$ cat config.mk
export PLATFORM = sky130hd
export DESIGN_NAME = i2c_master_transfer_sequencer_top
export DESIGN_NICKNAME = d
export VERILOG_FILES = /design/src/hw/rtl/i2cmts_pkg.sv /design/src/hw/rtl/i2c_master_transfer_sequencer_top.sv /design/src/hw/rtl/i2cmts_cfg.sv /design/src/hw/rtl/i2cmts_core.sv
export SDC_FILE = /design/constraint.sdc
export NUM_CORES = 1
export LEC_CHECK = 0
export BUFFER_PORTS_ARGS = -buffer_cell sky130_fd_sc_hd__buf_4
export CORE_MARGIN = 2
export CORE_UTILIZATION = 46
export CTS_BUF_LIST = sky130_fd_sc_hd__clkbuf_8 sky130_fd_sc_hd__clkbuf_16
export DETAILED_ROUTE_END_ITERATION = 8
export MAX_ROUTING_LAYER = met4
export PLACE_DENSITY_LB_ADDON = 0.05
export SYNTH_ARGS = -nofsm -noshare
export SYNTH_HDL_FRONTEND = slang
export SYNTH_SLANG_ARGS = --single-unit
$ cat constraint.sdc
create_clock -name clk -period 5.2 [get_ports clk]
set_clock_uncertainty 0.2 [all_clocks]
set_input_delay 0.52 -clock clk [delete_from_list [all_inputs] [get_ports clk]]
set_output_delay 0.52 -clock clk [all_outputs]
set_load 0.05 [all_outputs]
$ cat src/hw/rtl/i2cmts_pkg.sv
// ----------------------------------------------------------------------------
// i2cmts_pkg
// shared types and codes of the i2c master transfer sequencer
// ----------------------------------------------------------------------------
package i2cmts_pkg;

	localparam logic [7:0] DIR_CLEAR = 8'hFE;
	localparam logic [7:0] DIR_READ  = 8'h01;

	typedef enum logic [2:0] {
		KIND_BEGIN      = 3'd0,
		KIND_START_SENT = 3'd1,
		KIND_ADDR_SENT  = 3'd2,
		KIND_ADDR10     = 3'd3,
		KIND_STOP_SEEN  = 3'd4,
		KIND_BYTE_RX    = 3'd5,
		KIND_TX_EMPTY   = 3'd6,
		KIND_ERROR      = 3'd7
	} kind_t;

	typedef enum logic [2:0] {
		CMD_NONE      = 3'd0,
		CMD_START     = 3'd1,
		CMD_RESTART   = 3'd2,
		CMD_STOP      = 3'd3,
		CMD_NACK_STOP = 3'd4
	} bus_cmd_t;

	typedef enum logic [1:0] {
		BIRQ_KEEP    = 2'd0,
		BIRQ_ENABLE  = 2'd1,
		BIRQ_DISABLE = 2'd2
	} birq_t;

	typedef enum logic [3:0] {
		ST_OK      = 4'd0,
		ST_BUSY    = 4'd1,
		ST_ACK     = 4'd2,
		ST_ALERT   = 4'd3,
		ST_TIMEOUT = 4'd4,
		ST_OVERRUN = 4'd5,
		ST_ARB     = 4'd6,
		ST_BUS     = 4'd7,
		ST_PEC     = 4'd8
	} status_t;

	typedef enum logic [1:0] {
		REG_TARGET_ADDRESS = 2'd0,
		REG_TX_COUNT       = 2'd1,
		REG_TX_BYTES       = 2'd2,
		REG_RX_COUNT       = 2'd3
	} reg_index_t;

	typedef struct packed {
		logic [7:0]  target_address;
		logic [3:0]  ntx;
		logic [63:0] tx_bytes;
		logic [7:0]  nrx;
	} cfg_t;

	typedef struct packed {
		logic [2:0] kind;
		logic [7:0] rx_data;
		logic       byte_done;
		logic [6:0] error_flags;
		logic       bus_master;
	} item_t;

	typedef struct packed {
		logic       write_valid;
		logic [7:0] write_data;
		logic [2:0] bus_cmd;
		logic [1:0] buffer_irq;
		logic       rx_valid;
		logic [7:0] rx_byte;
		logic [7:0] rx_position;
		logic       done_res;
		logic [3:0] status;
	} result_t;

endpackage

$ cat src/hw/rtl/i2c_master_transfer_sequencer_top.sv
// ----------------------------------------------------------------------------
// i2c_master_transfer_sequencer_top
// i2c master write-then-read sequencer, one controller event in, one word out
// the event is held in the input register, then its decoded result in the result register
// throughput: one event per cycle while the result is taken, set by the state update
// the result register drains while the next event is decoded
// reset: async active low clears config, indices, phase and valid flags
// ----------------------------------------------------------------------------
module i2c_master_transfer_sequencer_top #(
	parameter int MAX_WRITE_BYTES = 8,
	parameter int MAX_READ_BYTES  = 255
) (
	input  logic        clk,
	input  logic        arst_n,
	input  logic        in_valid,
	output logic        in_ready,
	input  logic [2:0]  kind,
	input  logic [7:0]  rx_data,
	input  logic        byte_done,
	input  logic [6:0]  error_flags,
	input  logic        bus_master,
	output logic        out_valid,
	input  logic        out_ready,
	output logic        write_valid,
	output logic [7:0]  write_data,
	output logic [2:0]  bus_cmd,
	output logic [1:0]  buffer_irq,
	output logic        rx_valid,
	output logic [7:0]  rx_byte,
	output logic [7:0]  rx_position,
	output logic        done_res,
	output logic [3:0]  status,
	input  logic        cfg_valid,
	output logic        cfg_ready,
	input  logic [1:0]  cfg_index,
	input  logic [63:0] cfg_data
);
	import i2cmts_pkg::*;

	cfg_t    cfg;
	item_t   item_s1;
	logic    valid_s1;
	result_t res;
	result_t res_q;
	logic    out_valid_q;
	logic    advance;

	assign cfg_ready = 1'b1;

	i2cmts_cfg #(
		.MAX_WRITE_BYTES (MAX_WRITE_BYTES),
		.MAX_READ_BYTES  (MAX_READ_BYTES)
	) u_cfg (
		.clk      (clk),
		.arst_n   (arst_n),
		.wr_en    (cfg_valid && cfg_ready),
		.wr_index (cfg_index),
		.wr_data  (cfg_data),
		.cfg      (cfg)
	);

	assign advance  = valid_s1 && (!out_valid_q || out_ready);
	assign in_ready = !valid_s1 || advance;

	always_ff @(posedge clk or negedge arst_n) begin
		if (!arst_n) begin
			valid_s1    <= 1'b0;
			out_valid_q <= 1'b0;
		end else begin
			if (in_ready) valid_s1 <= in_valid;
			if (advance) out_valid_q <= 1'b1;
			else if (out_ready) out_valid_q <= 1'b0;
		end
	end

	always_ff @(posedge clk) begin
		if (in_valid && in_ready) begin
			item_s1.kind        <= kind;
			item_s1.rx_data     <= rx_data;
			item_s1.byte_done   <= byte_done;
			item_s1.error_flags <= error_flags;
			item_s1.bus_master  <= bus_master;
		end
		if (advance) res_q <= res;
	end

	i2cmts_core u_core (
		.clk    (clk),
		.arst_n (arst_n),
		.step   (advance),
		.item   (item_s1),
		.cfg    (cfg),
		.res    (res)
	);

	assign out_valid   = out_valid_q;
	assign write_valid = res_q.write_valid;
	assign write_data  = res_q.write_data;
	assign bus_cmd     = res_q.bus_cmd;
	assign buffer_irq  = res_q.buffer_irq;
	assign rx_valid    = res_q.rx_valid;
	assign rx_byte     = res_q.rx_byte;
	assign rx_position = res_q.rx_position;
	assign done_res    = res_q.done_res;
	assign status      = res_q.status;

	a_stall_holds: assert property (@(posedge clk) disable iff (!arst_n)
		valid_s1 && !advance |=> valid_s1 && $stable(item_s1))
		else $error("pending event lost during stall");

	a_result_holds: assert property (@(posedge clk) disable iff (!arst_n)
		out_valid_q && !out_ready |=> out_valid_q && $stable(res_q))
		else $error("result word changed before taken");

	a_no_double: assert property (@(posedge clk) disable iff (!arst_n)
		advance |-> !out_valid_q || out_ready)
		else $error("result register overwritten");

endmodule

$ cat src/hw/rtl/i2cmts_cfg.sv
// ----------------------------------------------------------------------------
// i2cmts_cfg
// configuration registers with saturated transfer counts
// ----------------------------------------------------------------------------
module i2cmts_cfg #(
	parameter int MAX_WRITE_BYTES = 8,
	parameter int MAX_READ_BYTES  = 255
) (
	input  logic                clk,
	input  logic                arst_n,
	input  logic                wr_en,
	input  logic [1:0]          wr_index,
	input  logic [63:0]         wr_data,
	output i2cmts_pkg::cfg_t    cfg
);
	import i2cmts_pkg::*;

	localparam logic [3:0] MaxTx = 4'(MAX_WRITE_BYTES);
	localparam logic [7:0] MaxRx = 8'(MAX_READ_BYTES);

	logic [7:0]  target_address_q;
	logic [3:0]  tx_count_q;
	logic [63:0] tx_bytes_q;
	logic [7:0]  rx_count_q;

	always_ff @(posedge clk or negedge arst_n) begin
		if (!arst_n) begin
			target_address_q <= '0;
			tx_count_q       <= '0;
			tx_bytes_q       <= '0;
			rx_count_q       <= '0;
		end else if (wr_en) begin
			unique case (reg_index_t'(wr_index))
				REG_TARGET_ADDRESS: target_address_q <= wr_data[7:0];
				REG_TX_COUNT:       tx_count_q       <= wr_data[3:0];
				REG_TX_BYTES:       tx_bytes_q       <= wr_data;
				REG_RX_COUNT:       rx_count_q       <= wr_data[7:0];
				default: ;
			endcase
		end
	end

	always_comb begin
		cfg.target_address = target_address_q;
		cfg.tx_bytes       = tx_bytes_q;
		cfg.ntx            = (tx_count_q > MaxTx) ? MaxTx : tx_count_q;
		cfg.nrx            = (rx_count_q > MaxRx) ? MaxRx : rx_count_q;
	end

endmodule

$ cat src/hw/rtl/i2cmts_core.sv
// ----------------------------------------------------------------------------
// i2cmts_core
// transfer state and event decode, one event per cycle while step is high
// ----------------------------------------------------------------------------
module i2cmts_core (
	input  logic                 clk,
	input  logic                 arst_n,
	input  logic                 step,
	input  i2cmts_pkg::item_t    item,
	input  i2cmts_pkg::cfg_t     cfg,
	output i2cmts_pkg::result_t  res
);
	import i2cmts_pkg::*;

	logic [3:0] write_index_q;
	logic [7:0] read_index_q;
	logic       write_phase_q;

	logic [3:0] write_index_d;
	logic [7:0] read_index_d;
	logic       write_phase_d;

	logic [3:0] wi_inc;
	logic [7:0] ri_inc;
	logic [8:0] ri_inc_p1;
	logic [2:0] top_bit;

	assign wi_inc    = write_index_q + 4'd1;
	assign ri_inc    = read_index_q + 8'd1;
	assign ri_inc_p1 = {1'b0, ri_inc} + 9'd1;

	// highest set error flag
	always_comb begin
		top_bit = '0;
		for (int b = 0; b < 7; b++) begin
			if (item.error_flags[b]) top_bit = 3'(b);
		end
	end

	always_comb begin
		res           = '0;
		write_index_d = write_index_q;
		read_index_d  = read_index_q;
		write_phase_d = write_phase_q;
		unique case (kind_t'(item.kind))
			KIND_BEGIN: begin
				write_index_d  = '0;
				read_index_d   = '0;
				write_phase_d  = (cfg.ntx != 4'd0);
				res.bus_cmd    = CMD_START;
				res.buffer_irq = BIRQ_ENABLE;
				res.status     = ST_BUSY;
			end
			KIND_START_SENT: begin
				res.write_valid = 1'b1;
				if (write_phase_q || cfg.nrx == 8'd0)
					res.write_data = cfg.target_address & DIR_CLEAR;
				else
					res.write_data = cfg.target_address | DIR_READ;
				res.buffer_irq = BIRQ_ENABLE;
			end
			KIND_ADDR_SENT: begin
				if (!write_phase_q && cfg.nrx == 8'd1) res.bus_cmd = CMD_NACK_STOP;
			end
			KIND_BYTE_RX: begin
				if (read_index_q < cfg.nrx) begin
					res.rx_valid    = 1'b1;
					res.rx_byte     = item.rx_data;
					res.rx_position = read_index_q;
					read_index_d    = ri_inc;
					if (ri_inc_p1 == {1'b0, cfg.nrx}) begin
						res.bus_cmd = CMD_NACK_STOP;
					end else if (ri_inc == cfg.nrx) begin
						res.done_res = 1'b1;
						res.status   = ST_OK;
					end
				end
			end
			KIND_TX_EMPTY: begin
				if (write_phase_q && write_index_q < cfg.ntx) begin
					res.write_valid = 1'b1;
					res.write_data  = cfg.tx_bytes[{write_index_q[2:0], 3'b000} +: 8];
					res.buffer_irq  = BIRQ_DISABLE;
					write_index_d   = wi_inc;
					if (wi_inc == cfg.ntx && cfg.nrx == 8'd0) res.bus_cmd = CMD_STOP;
				end else if (item.byte_done) begin
					if (cfg.nrx != 8'd0) begin
						if (write_phase_q) begin
							res.bus_cmd   = CMD_RESTART;
							write_phase_d = 1'b0;
						end
					end else begin
						res.done_res = 1'b1;
						res.status   = ST_OK;
					end
				end
			end
			KIND_ERROR: begin
				if (item.error_flags != 7'd0) begin
					if (item.error_flags[0] && item.bus_master) res.bus_cmd = CMD_STOP;
					res.done_res = 1'b1;
					res.status   = 4'(ST_ACK) + {1'b0, top_bit};
				end
			end
			default: ;
		endcase
	end

	always_ff @(posedge clk or negedge arst_n) begin
		if (!arst_n) begin
			write_index_q <= '0;
			read_index_q  <= '0;
			write_phase_q <= 1'b0;
		end else if (step) begin
			write_index_q <= write_index_d;
			read_index_q  <= read_index_d;
			write_phase_q <= write_phase_d;
		end
	end

	a_one_payload: assert property (@(posedge clk) disable iff (!arst_n)
		!(res.write_valid && res.rx_valid))
		else $error("byte written and delivered in one result");

	a_done_status: assert property (@(posedge clk) disable iff (!arst_n)
		res.done_res |-> res.status != ST_BUSY)
		else $error("done reported with busy status");

	a_begin_clears: assert property (@(posedge clk) disable iff (!arst_n)
		step && item.kind == KIND_BEGIN |=> write_index_q == 4'd0 && read_index_q == 8'd0)
		else $error("begin did not clear indices");

endmodule
==> results by group, run 1 <==
Finish
  • Area growth, synth to finish: 24.24%
  • Most common cell after layout, fill and taps aside: buf_4
  • Most frequent cells in the layout: buf_4, dfrtp_1, mux2_2
  • Layout cell share with drive strength beyond 1: 0.4159
  • Core Util, Final: 0.5880
  • Number of diodes: 0
  • Final cell count without fillers: 877
  • Design Area, Final: 0.008972 mm^2
  • # nets final: 761

Clocking
  • Clk_lat worst skew: 420 ps
  • Clock transition at the registers of the reported paths: 60 ps
  • Post-cts resize count: 0
  • H-tree Lvls: 4
  • CTS Buf Count: 17
  • Root buffer cell: clkbuf_16
  • Post-CTS Repair Setup Buffers: 0
  • Clock buffer depth: 2
  • Clk sink count: 154
  • CTS tree: done
  • # hold bufs at CTS: 1

Die
  • Die area: 0.01672 mm^2
  • Rows: 45
  • Boundary Pins: 130
  • Core area: 0.01526 mm^2
  • DIE HEIGHT: 129.3 um
  • Chip width: 129.3 um
  • Initial Util: 0.4733

Detailed routing
  • ANT nets after route: 0
  • Vias: 4616
  • Wire per inst: 18.38 um
  • Drt first pass iters: 4
  • Vias per inst: 5.263
  • 1st-iter DRT viols: 212
  • WL final: 16.12 mm
  • DRC Markers: 0

GRT
  • Vias in the first global route: 4778
  • Grt total ovfl: 0
  • Largest net degree at the start of global routing: 65
  • GRT Util Overall: 0.2123
  • Global-route wire length before repair: 25.73 mm
  • Initial antenna violation count: 0

Placement
  • Pre-CTS setup slack: 2239 ps
  • Placed Cells: 844
  • Dpl cell area: 0.008384 mm^2
  • Detailed Place HPWL: 11.61 mm
  • Final Wtd Congestion: 0.8637
  • Port Buffers: 128

Critical path
  • CP Launch Type: flop
  • Setup crit end kind: flop
  • Worst Path Class, Setup: reg2reg
  • Critical Path RT: 5320 ps
  • Arrival time at the worst endpoint: 3130 ps
  • Crit path max fanout: 20
  • Worst-case reg-to-reg path depth: 9

Power
  • Final Total Pwr: 3.336 mW
  • Switching power: 0.9437 mW
  • Cell-internal power: 2.392 mW
  • Combinational share of power: 0.183
  • Clock power frac: 0.359
  • Seq pwr share: 0.458
  • PD cells: 371.8 mW/mm^2
  • Max IR drop VDD: 229.6 uV
  • Leak pwr: 3.821 nW
  • Switching share of power: 0.2829

Timing
  • Slew HR: 0.3536
  • Hold_ws: 73.62 ps
  • RSZ-0062 raised after global routing: no
  • Max Clock Freq: 0.3319 GHz
  • Final setup fails: 0
  • Setup TNS Final: 0 ps
  • Least-Margin Pin Slew: 967.8 ps
  • Tmin final: 3013 ps
  • Final hold viol count: 0
  • Period utilization: 0.5795
  • Setup WS post-layout: 2187 ps
  • Final Max Slew Viols: 0

Flow run
  • Max-Cap Viols: 0

Yosys
  • Yosys Warn Count: 0
  • Yosys reg bits: 154
  • Post-Synthesis Cells: 522
  • Synth async-reset ratio: 0.6364
  • Distinct cells, synth: 64
  • Top FF cell, synth: dfrtp_1
  • EDFF count, synth: 56
  • Mapped cell area: 0.007222 mm^2
  • Post-synth net total: 630
  • Sequential share of the synthesized area: 0.5724
  • Syn_area_per_cell: 13.84 um^2

Min path
  • HP Class: in2reg
  • Hold Path Depth: 1

Run status
  • Status: completed
-- flip-flops by register name, summed over array words and instances (netlist names), 4 cells and up --
register	flops
u_cfg.tx_count_q	4
u_cfg.target_address_q	7
item_s1	20
u_cfg.rx_count_q	8
u_cfg.tx_bytes_q	64
status	4
u_core.read_index_q	8
rx_byte	8
write_data	8
rx_position	8
u_core.write_index_q	4
-- power groups by stage --
stage	Clock, mW	Sequential, mW	Combinational [mW]
floorplan	0	1.59	0.351
global placement	0	1.54	0.605
detailed placement	0	1.55	0.618
CTS	1.23	1.53	0.622
global route	1.28	1.55	0.665
finish	1.20	1.53	0.611
-- worst paths after layout --
| check | slack [ps] | start | endpoint |
|---|---|---|---|
| worst min-delay path | 70 | error_flags[2] | item_s1[3] |
| worst max register to register | 2190 | u_core.write_index_q[1] | u_core.write_index_q[1] |
| worst min register to register | 300 | u_cfg.tx_bytes_q[26] | u_cfg.tx_bytes_q[26] |
| min in group asynchronous | 440 | arst_n | u_cfg.tx_bytes_q[16] |
| max in group asynchronous | 3240 | arst_n | u_cfg.rx_count_q[4] |
| worst max-delay path | 2190 | u_core.write_index_q[1] | u_core.write_index_q[1] |
-- per-layer routing --
metal | part of all wire | vias up | global-route usage
met3 | 0.054 | 20 | 0.05615
met5 | 0 | - | -
met4 | 0.021 | 0 | 0.06841
met2 | 0.50 | 139 | 0.3393
met1 | 0.43 | 2249 | 0.2654
li1 | - | 2208 | -
-- worst max-delay path: stages (launching register included) --
cell and delay [ps]:
dfrtp_1 330, buf_4 310, ha_1 290, nor2b_1 140, o21a_1 160, o21ai_0 340
nand3_1 470, inv_1 180, o21ai_0 210, o31ai_1 290
-- Yosys cell counts, drive strengths merged, types with 4 or more instances --
master,count,area [um^2]
a21oi,5,28.78
nand3b,4,30.03
nor4,4,31.28
clkbuf,15,57.55
a21o,4,30.03
xnor2,16,140.1
ha,17,212.7
buf,7,42.54
xor2,6,60.06
edfxtp,56,1682
o21ai,20,100.1
mux2i,9,90.09
mux2,83,934.7
and3,18,118.9
nand3,11,55.05
nand2,24,90.09
and2,7,43.79
inv,19,71.32
nor2,15,56.30
mux4,16,360.4
dfrtp,98,2452
nand4,4,31.28
o31ai,10,75.07
nand2b,6,37.54
nor2b,5,31.28
-- cell type report --
type / instances / area (um^2)
fill: 1256 / 6286
sequential: 154 / 4134
tap: 211 / 264.0
multi-input combinational: 327 / 2917
clock inverter: 14 / 127.6
inverter: 19 / 71.32
clock buffer: 18 / 450.4
timing repair buffer: 134 / 1008
-- kinds of logic (layout without fill, tap and decap cells) --
logic type               count (synthesis)  after routing  share of synthesized area
buffers and inverters                   41            185                    0.02373
AO/OA/AOI/OAI                           65             65                    0.06306
multiplexers                           108            108                     0.1918
AND/OR/NAND/NOR                        113            113                    0.08819
other                                    1              1                  0.0005193
flip-flops                             154            154                     0.5724
XOR/XNOR                                23             23                    0.03084
adder cells (fa/ha/maj)                 17             17                    0.02945
Note: power is estimated with default switching activity, not from simulation.
==> inputs of run 2 (changes only) <==
clock period = 2.7 ns   (was 5.2 ns; I/O delays follow)
==> run 2 against run 1 <==
  * First-iteration DRC count increased by 33%
  * Setup slack got worse by 2000 ps
  * Die area unchanged
  * Flip-flop and latch count unchanged
  * Worst hold slack improved by 38 ps
  * Clock-buffer cell count unchanged
  * Sequential share of layout area decreased by 4.8 points
  * Maximum frequency increased by 21%
  * Design area increased by 12%
  * Critical path depth decreased by 1
  * Cell count increased by 12%
  * Global-route usage increased by 1.5 points
==> results by group, run 2 (synthesized netlist as in run 1, its figures left out) <==
Timing
  • Final Max Slew Viols: 0 (unchanged)
  • Least-Margin Pin Slew: 669.3 ps (-298.5 ps)
  • Final setup fails: 0 (unchanged)
  • Setup TNS Final: 0 ps (unchanged)
  • Final hold viol count: 0 (unchanged)
  • RSZ-0062 raised after global routing: no
  • Max Clock Freq: 0.4027 GHz (+21%)
  • Period utilization: 0.9197 (+0.3402)
  • Slew HR: 0.5518 (+0.1982)
  • Tmin final: 2483 ps (-530.2 ps)

Min path
  • HP Class: in2reg

Clocking
  • CTS tree: done
  • Clock buffer depth: 2 (unchanged)
  • H-tree Lvls: 4 (unchanged)
  • Clk sink count: 154 (unchanged)
  • Clk_lat worst skew: 430 ps (about the same)
  • Clock transition at the registers of the reported paths: 60 ps (about the same)
  • CTS Buf Count: 17 (unchanged)
  • Root buffer cell: clkbuf_16
  • Post-CTS Repair Setup Buffers: 0 (unchanged)

Flow run
  • Max-Cap Viols: 0 (unchanged)

Detailed routing
  • Wire per inst: 17.40 um (-5.3%)
  • WL final: 17.16 mm (+6.4%)
  • Vias: 5144 (+11%)
  • ANT nets after route: 0 (unchanged)
  • 1st-iter DRT viols: 282 (+33%)
  • Vias per inst: 5.217 (-0.88%)
  • DRC Markers: 0 (unchanged)
  • Drt first pass iters: 4 (unchanged)

Finish
  • Largest Register: u_cfg.tx_bytes_q
  • Most common cell after layout, fill and taps aside: buf_4
  • Largest register FFs: 64 (unchanged)
  • Number of diodes: 0 (unchanged)
  • # nets final: 870 (+14%)
  • Largest regs: u_cfg.tx_bytes_q (64), item_s1 (20)
  • Final cell count without fillers: 986 (+12%)
  • Most frequent cells in the layout: buf_4, dfrtp_1, dlygate4sd3_1
  • Area growth, synth to finish: 38.77%
  • Fill cells: 1138 (-9.4%)
  • Layout cell share with drive strength beyond 1: 0.3897 (-0.02624)

Die
  • Chip width: 129.3 um (unchanged)
  • Die area: 0.01672 mm^2 (unchanged)
  • Boundary Pins: 130 (unchanged)
  • DIE HEIGHT: 129.3 um (unchanged)
  • Initial Util: 0.4733 (unchanged)
  • Rows: 45 (unchanged)
  • Core area: 0.01526 mm^2 (unchanged)

Power
  • PD cells: 658.0 mW/mm^2 (+77%)
  • Leak pwr: 4.293 nW (+12%)
  • Max IR drop VDD: 517.0 uV (+130%)

Placement
  • Placed Cells: 866 (+2.6%)
  • Final Wtd Congestion: 0.8880 (+2.8%)
  • Port Buffers: 128 (unchanged)
  • Detailed Place HPWL: 11.85 mm (+2.1%)

GRT
  • Vias in the first global route: 5353 (+12%)
  • Largest net degree at the start of global routing: 65 (unchanged)
  • Grt total ovfl: 0 (unchanged)
  • Global-route wire length before repair: 27.83 mm (+8.2%)
  • Initial antenna violation count: 0 (unchanged)
  • GRT Util Overall: 0.2276 (+0.01532)

Run status
  • Status: completed

Critical path
  • Worst r2r dst: bus_cmd[2]
  • Crit path max fanout: 9 (-55%)
  • CP Launch Type: flop
  • Critical Path RT: 2660 ps (-2660 ps)
  • Setup crit end kind: flop
  • R2R setup slack: 220 ps (-1970 ps)
  • Arrival time at the worst endpoint: 2440 ps (-690 ps)
  • Worst Path Class, Setup: reg2reg
  • R2R Path Start: u_core.read_index_q[0]
  • Critical Path Sink: bus_cmd[2]
  • Worst-case reg-to-reg path depth: 8 (-1)
  • Crit path from: u_core.read_index_q[0]
==> run 2: changes by cell type in the layout (fill, tap and decap cells not counted), moves of 2 or more <==
cell	delta
buf_4	+21
dlygate4sd3_1	+87
inv_4	+2
inv_8	-2
==> run 2: per-stage QoR <==
step	setup WS, ps	hold WS, ps	area [um^2]	power [mW]	utilization
after global routing	7.907	113.2	10020	6.913	0.6568
after detailed placement	162.7	119.5	8562	4.217	0.5611
after CTS	152.6	98.14	10010	6.650	0.6563
final	216.9	111.5	10020	6.594	0.6568
after floorplan	125.3	-225.6	7222	3.747	-
after global placement	236.0	108.3	8562	4.182	0.5611
==> run 2: critical path, cell delays in order, from the launching register on <==
cell       delay (ps)
dfrtp_2           440
inv_1              80
ha_1              340
nor2_1            210
nand4_2           190
a21o_1            230
o221a_1           230
o2111ai_1         180
a22oi_1           120
==> run 2: worst min path at each step <==
stage,start,end,cells past startpoint
final,cfg_index[0],u_cfg.target_address_q[2],3
after global placement,arst_n,u_cfg.tx_bytes_q[16],1
after floorplan,arst_n,out_valid,0
after global routing,cfg_index[0],u_cfg.target_address_q[5],3
after CTS,cfg_index[0],u_cfg.target_address_q[2],3
after detailed placement,arst_n,u_cfg.tx_bytes_q[16],1
==> run 2: where the power goes <==
group / internal (mW) / switching (mW)
Combinational: 0.701 / 0.642
Sequential: 2.76 / 0.176
Clock: 1.31 / 1.01
Total: 4.77 / 1.82
==> run 2: final cells by class <==
cell class	instances	area [um^2]	share of cell area
clock inverters	14	131.4	0.01311
flip-flops and latches	154	4135	0.4126
inverters	19	71.32	0.007116
clock buffers	18	439.2	0.04382
repair buffers	243	2057	0.2052
multi-input cells	327	2924	0.2918
well taps	211	264.0	0.02634
==> run 2: metal layers <==
layer | routed length (um) | global-route usage | share of wire | up-vias
met1 | 7366 | 0.2755 | 0.43 | 2530
met2 | 8725 | 0.3839 | 0.51 | 161
met4 | 320 | 0.06841 | 0.019 | 0
li1 | - | - | - | 2433
met5 | 0 | - | 0 | -
met3 | 743 | 0.05037 | 0.043 | 20
==> run 2: repair_timing <==
action | 4_1_cts | 5_1_grt
endpoints found under the setup margin | 0 | 5
hold endpoints to repair | 150 | 0
gates resized for setup | 0 | 4
hold buffers | 88 | 0
==> inputs of run 3 (changes only) <==
clock period = 3 ns   (was 2.7 ns; I/O delays follow)
==> run 3 against run 2 <==
  * Flip-flop and latch count unchanged
  * Die area unchanged
  * Combinational power decreased by 11%
  * Worst hold slack improved by 25 ps
  * Register-to-register slack improved by 100 ps
  * Routed wire length increased by 0.48%
  * Core utilization decreased by 0.098 points
  * Non-clock buffer count decreased by 9
  * Largest power group unchanged
  * Design area decreased by 0.15%
==> results by group, run 3 (synthesized netlist as in run 1, its figures left out) <==
Detailed routing
  • Vias: 5060 (-1.6%)
  • Wire per inst: 17.64 um (+1.4%)
  • WL final: 17.24 mm (+0.48%)
  • Vias per inst: 5.179 (-0.73%)
  • 1st-iter DRT viols: 215 (-24%)
  • Drt first pass iters: 5 (+1)
  • DRC Markers: 0 (unchanged)
  • ANT nets after route: 0 (unchanged)

Clocking
  • CTS tree: done
  • Post-CTS Repair Setup Buffers: 0 (unchanged)
  • Clock transition at the registers of the reported paths: 70 ps (about the same)
  • H-tree Lvls: 4 (unchanged)
  • CTS Buf Count: 17 (unchanged)
  • Root buffer cell: clkbuf_16
  • Clock buffer depth: 2 (unchanged)
  • Clk_lat worst skew: 430 ps (about the same)
  • Clk sink count: 154 (unchanged)

Finish
  • Core Util, Final: 0.6558 (-0.0009840)
  • # nets final: 861 (-1.0%)
  • Most common cell after layout, fill and taps aside: buf_4
  • Design Area, Final: 0.01001 mm^2 (-0.15%)
  • Largest register FFs: 64 (unchanged)
  • Layout cell share with drive strength beyond 1: 0.3786 (-0.01109)
  • Most frequent cells in the layout: buf_4, dfrtp_1, dlygate4sd3_1
  • Final cell count without fillers: 977 (-0.91%)
  • Largest regs: u_cfg.tx_bytes_q (64), item_s1 (20)
  • Area growth, synth to finish: 38.57%
  • Number of diodes: 0 (unchanged)
  • Multi-input gate area: 0.002917 mm^2 (-0.26%)
  • Fill cells: 1109 (-2.5%)
  • Register area: 0.004134 mm^2 (about the same)
  • Largest Register: u_cfg.tx_bytes_q

Run status
  • Status: completed

Flow run
  • Max-Cap Viols: 0 (unchanged)

Timing
  • Final setup fails: 0 (unchanged)
  • Final hold viol count: 0 (unchanged)
  • Slew HR: 0.4241 (-0.1277)
  • Max Clock Freq: 0.3731 GHz (-7.4%)
  • Tmin final: 2681 ps (+197.5 ps)
  • Setup WS post-layout: 319.4 ps (+102.5 ps)
  • Period utilization: 0.8935 (-0.02614)
  • Least-Margin Pin Slew: 863.9 ps (+194.5 ps)
  • RSZ-0062 raised after global routing: no
  • Final Max Slew Viols: 0 (unchanged)
  • Setup TNS Final: 0 ps (unchanged)

GRT
  • Global-route wire length before repair: 27.42 mm (-1.5%)
  • Vias in the first global route: 5335 (-0.34%)
  • Largest net degree at the start of global routing: 69 (+6.2%)
  • Grt total ovfl: 0 (unchanged)
  • Initial antenna violation count: 0 (unchanged)
  • GRT Util Overall: 0.2268 (-0.0007968)

Die
  • Initial Util: 0.4733 (unchanged)
  • Chip width: 129.3 um (unchanged)
  • DIE HEIGHT: 129.3 um (unchanged)
  • Boundary Pins: 130 (unchanged)
  • Die area: 0.01672 mm^2 (unchanged)
  • Rows: 45 (unchanged)
  • Core area: 0.01526 mm^2 (unchanged)

Power
  • PD cells: 610.9 mW/mm^2 (-7.2%)
  • Max IR drop VDD: 591.6 uV (+14%)
  • Leak pwr: 4.277 nW (-0.36%)

Min path
  • HP Class: in2reg

Critical path
  • CP Launch Type: flop
  • Arrival time at the worst endpoint: 2640 ps (+200 ps)
  • Worst Path Class, Setup: reg2reg
  • CP cell instances: inv_1, ha_1, nor2_1, nand4_2, a21o_1, o221a_1, o2111ai_1, a22oi_1
  • Critical Path Max Stage Delay: 490 ps (+50 ps)
  • Crit path max fanout: 9 (unchanged)
  • Setup crit end kind: flop
  • Critical Path RT: 2960 ps (+300 ps)
  • Crit path max-delay cell type: dfrtp_1

Placement
  • Pre-CTS setup slack: 357.1 ps (+194.4 ps)
  • Placed Cells: 857 (-1.0%)
  • Dpl cell area: 0.008494 mm^2 (-0.79%)
  • Detailed Place HPWL: 11.86 mm (about the same)
  • Final Wtd Congestion: 0.9249 (+4.2%)
  • Port Buffers: 128 (unchanged)
-- run 3: layout make-up --
cell class                 instances  area share
timing repair buffer             234      0.1988
tap                              211     0.02638
clock inverter                    14     0.01813
clock buffer                      18     0.04501
inverter                          19    0.007127
sequential                       154      0.4131
multi-input combinational        327      0.2914
-- run 3: final timing paths --
path                                         from                   endpoint  slack, ps  depth (start not counted)
setup / recovery           u_core.read_index_q[0]                 bus_cmd[2]        320                          8
hold / removal                       cfg_index[0]  u_cfg.target_address_q[1]        140                          3
setup reg to reg           u_core.read_index_q[0]                 bus_cmd[2]        320                          8
hold reg to reg              u_cfg.tx_bytes_q[50]       u_cfg.tx_bytes_q[50]        300                          1
max in group asynchronous                  arst_n     u_core.read_index_q[2]       1470                          3
min in group asynchronous                  arst_n        u_cfg.tx_bytes_q[1]        330                          2
-- run 3: through the flow --
step / total power [mW] / hold WS (ps)
CTS: 6.170 / 118.7
global route: 6.386 / 134.2
global placement: 3.751 / 260.2
floorplan: 3.373 / -195.6
detailed placement: 3.786 / 270.4
finish: 6.114 / 136.7
-- run 3: timing repair --
action,CTS,global route
hold buffers,88,0
hold endpoints to repair,171,0
resized for setup,0,0
setup endpoints to repair,0,0
-- run 3: per-layer routing --
metal  wire length [um]  vias to the layer above  GRT usage
met5                  0                        -          -
met4                265                        0    0.07673
met3                642                       19    0.04872
met2               8750                      140     0.3799
met1               7580                     2487     0.2743
li1                   -                     2414          -
-- run 3: report_power, final --
| group | internal (mW) | switching, mW |
|---|---|---|
| Sequential | 2.48 | 0.159 |
| Clock | 1.38 | 0.911 |
| Combinational | 0.619 | 0.567 |
| Total | 4.48 | 1.64 |
-- run 3: critical path, delay by kind of cell, from the launching register on --
| kind | cells | cell delay, ps |
|---|---|---|
| AO/OA/AOI/OAI | 4 | 790 |
| flip-flops | 1 | 490 |
| AND/OR/NAND/NOR | 2 | 390 |
| adder cells (fa/ha/maj) | 1 | 370 |
| buffers and inverters | 1 | 170 |
